===== src/hw/rtl/lmc_ram.sv =====
// lmc_ram: generic single-write, single-read RAM with registered read data.
// No dependencies.
`default_nettype none

module lmc_ram #(
	parameter int WIDTH = 16,
	parameter int DEPTH = 256
) (
	input  wire logic                     clk,
	input  wire logic                     we,
	input  wire logic [$clog2(DEPTH)-1:0] waddr,
	input  wire logic [WIDTH-1:0]         wdata,
	input  wire logic                     re,
	input  wire logic [$clog2(DEPTH)-1:0] raddr,
	output logic      [WIDTH-1:0]         rdata
);

	logic [WIDTH-1:0] mem_q [DEPTH];

	always_ff @(posedge clk) begin
		if (we) begin
			mem_q[waddr] <= wdata;
		end
		if (re) begin
			rdata <= mem_q[raddr];
		end
	end

endmodule

`default_nettype wire


===== config.mk =====
export PLATFORM = sky130hd
export DESIGN_NAME = lmc_ram
export DESIGN_NICKNAME = d
export VERILOG_FILES = /design/src/hw/rtl/lmc_ram.sv
export SDC_FILE = /design/constraint.sdc
export NUM_CORES = 2
export LEC_CHECK = 0
export BUFFER_PORTS_ARGS = -buffer_cell sky130_fd_sc_hd__buf_2
export CAP_MARGIN = 20
export CELL_PAD_IN_SITES_DETAIL_PLACEMENT = 1
export CELL_PAD_IN_SITES_GLOBAL_PLACEMENT = 2
export CORE_UTILIZATION = 40
export CTS_CLUSTER_SIZE = 14
export DETAILED_ROUTE_END_ITERATION = 10
export PLACE_DENSITY_LB_ADDON = 0.1
export SKIP_CTS_REPAIR_TIMING = 1
export SLEW_MARGIN = 20
export SYNTH_ARGS = -nofsm -noshare
export SYNTH_HDL_FRONTEND = slang
export SYNTH_SLANG_ARGS = --single-unit

===== constraint.sdc =====
create_clock -name clk -period 2.76 [get_ports clk]
set_input_delay 0.138 -clock clk [delete_from_list [all_inputs] [get_ports clk]]
set_output_delay 0.138 -clock clk [all_outputs]
set_load 0.02 [all_outputs]

# Yosys cells after proc, flatten, opt, wreduce, memory -nomap -nowiden
# Memory sizes are Yosys's and may differ from the RTL's. A register that Yosys moved wholly into a read port is not among the register bits.
# Index checks and enable logic that the tools add are counted.
[totals]
ff_bits = 0
ram_bits = 4096
inputBits = 35
word_cells = 3
mem_count = 1
[mem_list]
columns = ["memory", "depth", "width", "read_ports", "rd_clocked_by_memory_dff", "write_ports", "line", "source"]
rows = [
  ["mem_q", 256, 16, 1, 1, 1, "18", "logic [WIDTH-1:0] mem_q [DEPTH];"],
]
[op_classes]
n_mux = 2
[op_table]
columns = ["op", "n"]
rows = [
  ["1-bit two-way mux", 2],
]

# Depth between registers and ports, before layout
[logic_depth]
word_depth = 2
ltp_mapped = 12
ltp_nobuf = 6

# Worst setup path before layout
# No wires, ideal clock.
[synth_timing]
kind = "input port to flip-flop"
start = "input raddr[0]"
end = "register rdata[4], read port of mem_q, data pin"
setup_ns = 0.265
arrival_ns = 2.122
slack_ns = 0.373
path_stages = 8
n_path_buf = 3
cell_sequence = "buf_6 > buf_6 > buf_2 > mux4_2 > mux4_2 > a22o_1 > o32ai_2 > nor4_2"
[synth_lines]
columns = ["element", "line", "source"]
rows = [
  ["from (decl)", "14", "input wire logic [$clog2(DEPTH)-1:0] raddr,"],
  ["to (decl)", "15", "output logic [WIDTH-1:0] rdata"],
]

==> out/metrics.cfg <==
[cells_and_area]
area_growth_pct = 18.2
final_nets = 8476
final_area_sq_um = 188000
final_layout_size_suffix_gt1_share_pct = 31.1

[die]
boundaryPins = 51
core_area_sq_um = 396000
die_h_microns = 632
dieArea_sq_um = 400000
rows = 231
die_w_microns = 632
start_util_pct = 40.2

[cts]
cts_tree = built
clk_pin_slew_worst_paths_ns = 0.06
numClockSinks = 4112
cts_made_buffers = 441
clk_latency_ns = 1.01
clockRootBuffer = clkbuf_16
cts_max_level = 5
cts_buffer_depth = 4

[setup_path]
cp_top_family = multiplexers
cp.depth = 6
crit_path_max_fanout = 1
critPathLaunchType = flip-flop
end_kind = flip-flop
crit_end = rdata[10]
crit_required_ns = 3.47
cp_common_cell = mux4_2
timing.rr.start = mem_q[27][10]
rr_endpoint = rdata[10]
critical-path-max-stage-delay_ns = 0.59
reg2regPathDepth = 6
critPathKind = flip-flop to flip-flop
cp.arrival_ns = 3.51
path_buf_inv = 1
r2r_setup_slack_ns = -0.05
startpoint = mem_q[27][10]
cp_cell_sequence = mux4_2, mux4_2, a22o_4, o32ai_4, buf_12, nor4_4
crit_slowest_cell = mux4_2

[drt]
first_iter_violations = 8459
vias = 81100
route.detailed.drc = 0
drtAntennaViolNets = 0
wl_per_cell_microns = 35.0
drt-total-wl_mm = 492
firstDrtPassIters = 6
vias_per_cell = 5.77

[outcome]
outcome = finished, violations left
violations = negative setup slack

[logic_synthesis]
synth-edff-count = 4112
synth.top_cell.area_share_pct = 77.7
synth.most_common_cell = edfxtp_1
yosys_warnings = 0
synth_area_leader_cell = edfxtp_1
yosysSeqAreaShare_pct = 77.7
synth_fp_nets = 7395
synthArstFlopShare_pct = 0
synth_area_sq_um = 159000
postSynthCellCount = 7360
synth.avg_cell_area_sq_um = 21.6
synthTopCellsByCount = edfxtp_1 (4112), mux4_2 (797), mux2i_1 (565)
synth.distinct_cells = 51
synth_seq_cells = 4112
synth.area.top_cells = edfxtp_1 (78%), mux4_2 (11%), mux2i_1 (3.6%)
synth-main-ff-cell = edfxtp_1

[place]
dp_hpwl_mm = 310
placed_cell_area_sq_um = 173000
port_buffers = 50
finalWeightedCongestion = 0.846

[power]
power.static_leakage_nw = 60.6
p_int_w = 0.105
p_total_w = 0.134
clock_power_share_pct = 42.9
p_switching_w = 0.0294
peakVddDrop_v = 0.000526
switching_share_pct = 21.9
power_density_nw_per_um2 = 715
p_comb_share_pct = 5.7
pwr-share-seq_pct = 51.4

[sta]
finalWorstSetupSlack_ns = -0.0461
rsz0062_at_grt = true
tightest_slew_ns = 1.27
finClkSkew_ns = 0.0411
period_share_pct = 102
setup-violations-final = 2
maxSlewHeadroom_pct = 14.8
hold_viol_final = 0
max_freq_ghz = 0.356
fin_hold_ws_ns = 0.0507
final.setup.tns_ns = -0.0467
period_needed_ns = 2.81
drv_slew = 0

[global_routing]
grt_pass1_wl_mm = 682
grt_use_total_pct = 24.4
grt_max_degree = 118
grt_overflow = 0
grt_pass1_vias = 84700
antenna_found_initial = 48

[hold_path]
holdPathStages = 4
hold_path_class = primary input to flip-flop

[run]
cap_violations = 0

-- registers in the layout, summed over array words and instances (netlist names) --
| name | cells |
|---|---|
| mem_q | 4096 |
| rdata | 16 |
-- layer usage --
metal / routed length (microns) / part of all wire, % / up-vias / global-route usage [%]
met5: 98 / 0.020 / - / 0
li1: - / - / 33500 / -
met4: 10500 / 2.1 / 16 / 5.07
met1: 214000 / 43 / 44600 / 34.7
met2: 237000 / 48 / 2443 / 39.8
met3: 30800 / 6.3 / 511 / 4.13
-- cell type report --
| type | instances | area [sq um] |
|---|---|---|
| Antenna cell | 4 | 10.0 |
| Clock buffer | 566 | 11800 |
| Clock inverter | 242 | 2090 |
| Fill cell | 35400 | 208000 |
| Inverter | 4 | 27.5 |
| Multi-Input combinational cell | 2792 | 33400 |
| Sequential cell | 4112 | 123000 |
| Tap cell | 5242 | 6560 |
| Timing Repair Buffer | 1090 | 10400 |
-- kinds of logic after synthesis --
group | count (synthesis) | share of synthesized area, %
buf+inv | 456 | 1.69
compound gates | 786 | 3.53
simple gates | 556 | 1.57
flops | 4112 | 77.7
mux | 1450 | 15.5
-- layout by cell type (no fill, tap or decap), drive strengths merged, types with 4 or more instances in the layout --
master and n:
and3 11, nor4 18, diode 4, edfxtp 4112, o22ai 148, clkbuf 568, mux4 797, mux2i 565
dlygate4sd3 24, o221ai 253, o32ai 21, a2111oi 6, nor3 92, o21ai 38, a22o 32, clkinvlp 10
a22oi 43, inv 12, nor2 304, nand2 38, nor2b 9, nand4 26, mux2 88, clkinv 192
a221oi 28, or2 5, a31oi 6, bufinv 32, a211oi 18, a21oi 175, buf 1064, nand3 35
o31ai 16
-- worst min-delay path by stage --
stage	startpoint	end
3_3_place_gp	wdata[9]	mem_q[230][9]
5_1_grt	wdata[9]	mem_q[240][9]
6_report	waddr[2]	mem_q[61][8]
2_1_floorplan	wdata[0]	mem_q[0][0]
4_1_cts	wdata[9]	mem_q[240][9]
3_5_place_dp	wdata[9]	mem_q[229][9]
-- power groups by stage --
stage	Combinational (W)	Sequential, W	Clock [W]
6_report	0.00768	0.0690	0.0575
5_1_grt	0.00807	0.0690	0.0608
4_1_cts	0.00771	0.0690	0.0587
3_5_place_dp	0.00769	0.0703	0
3_3_place_gp	0.00758	0.0703	0
2_1_floorplan	0.00340	0.0703	0
-- through the flow --
stage | util (%) | setup slack, ns | cells
2_1_floorplan | - | 0.373 | 7360
3_3_place_gp | 43.8 | -1.21 | 13200
3_5_place_dp | 43.8 | -1.04 | 13200
4_1_cts | 47.3 | -0.550 | 14000
5_1_grt | 47.4 | -0.0647 | 14000
6_report | 47.4 | -0.0461 | 14100
-- worst register-to-register path, stage by stage (launching register included) --
cell,delay (ns)
edfxtp_1,0.35
mux4_2,0.52
mux4_2,0.59
a22o_4,0.32
o32ai_4,0.52
buf_12,0.17
nor4_4,0.03
No activity file was read; power rests on OpenSTA's default activity.
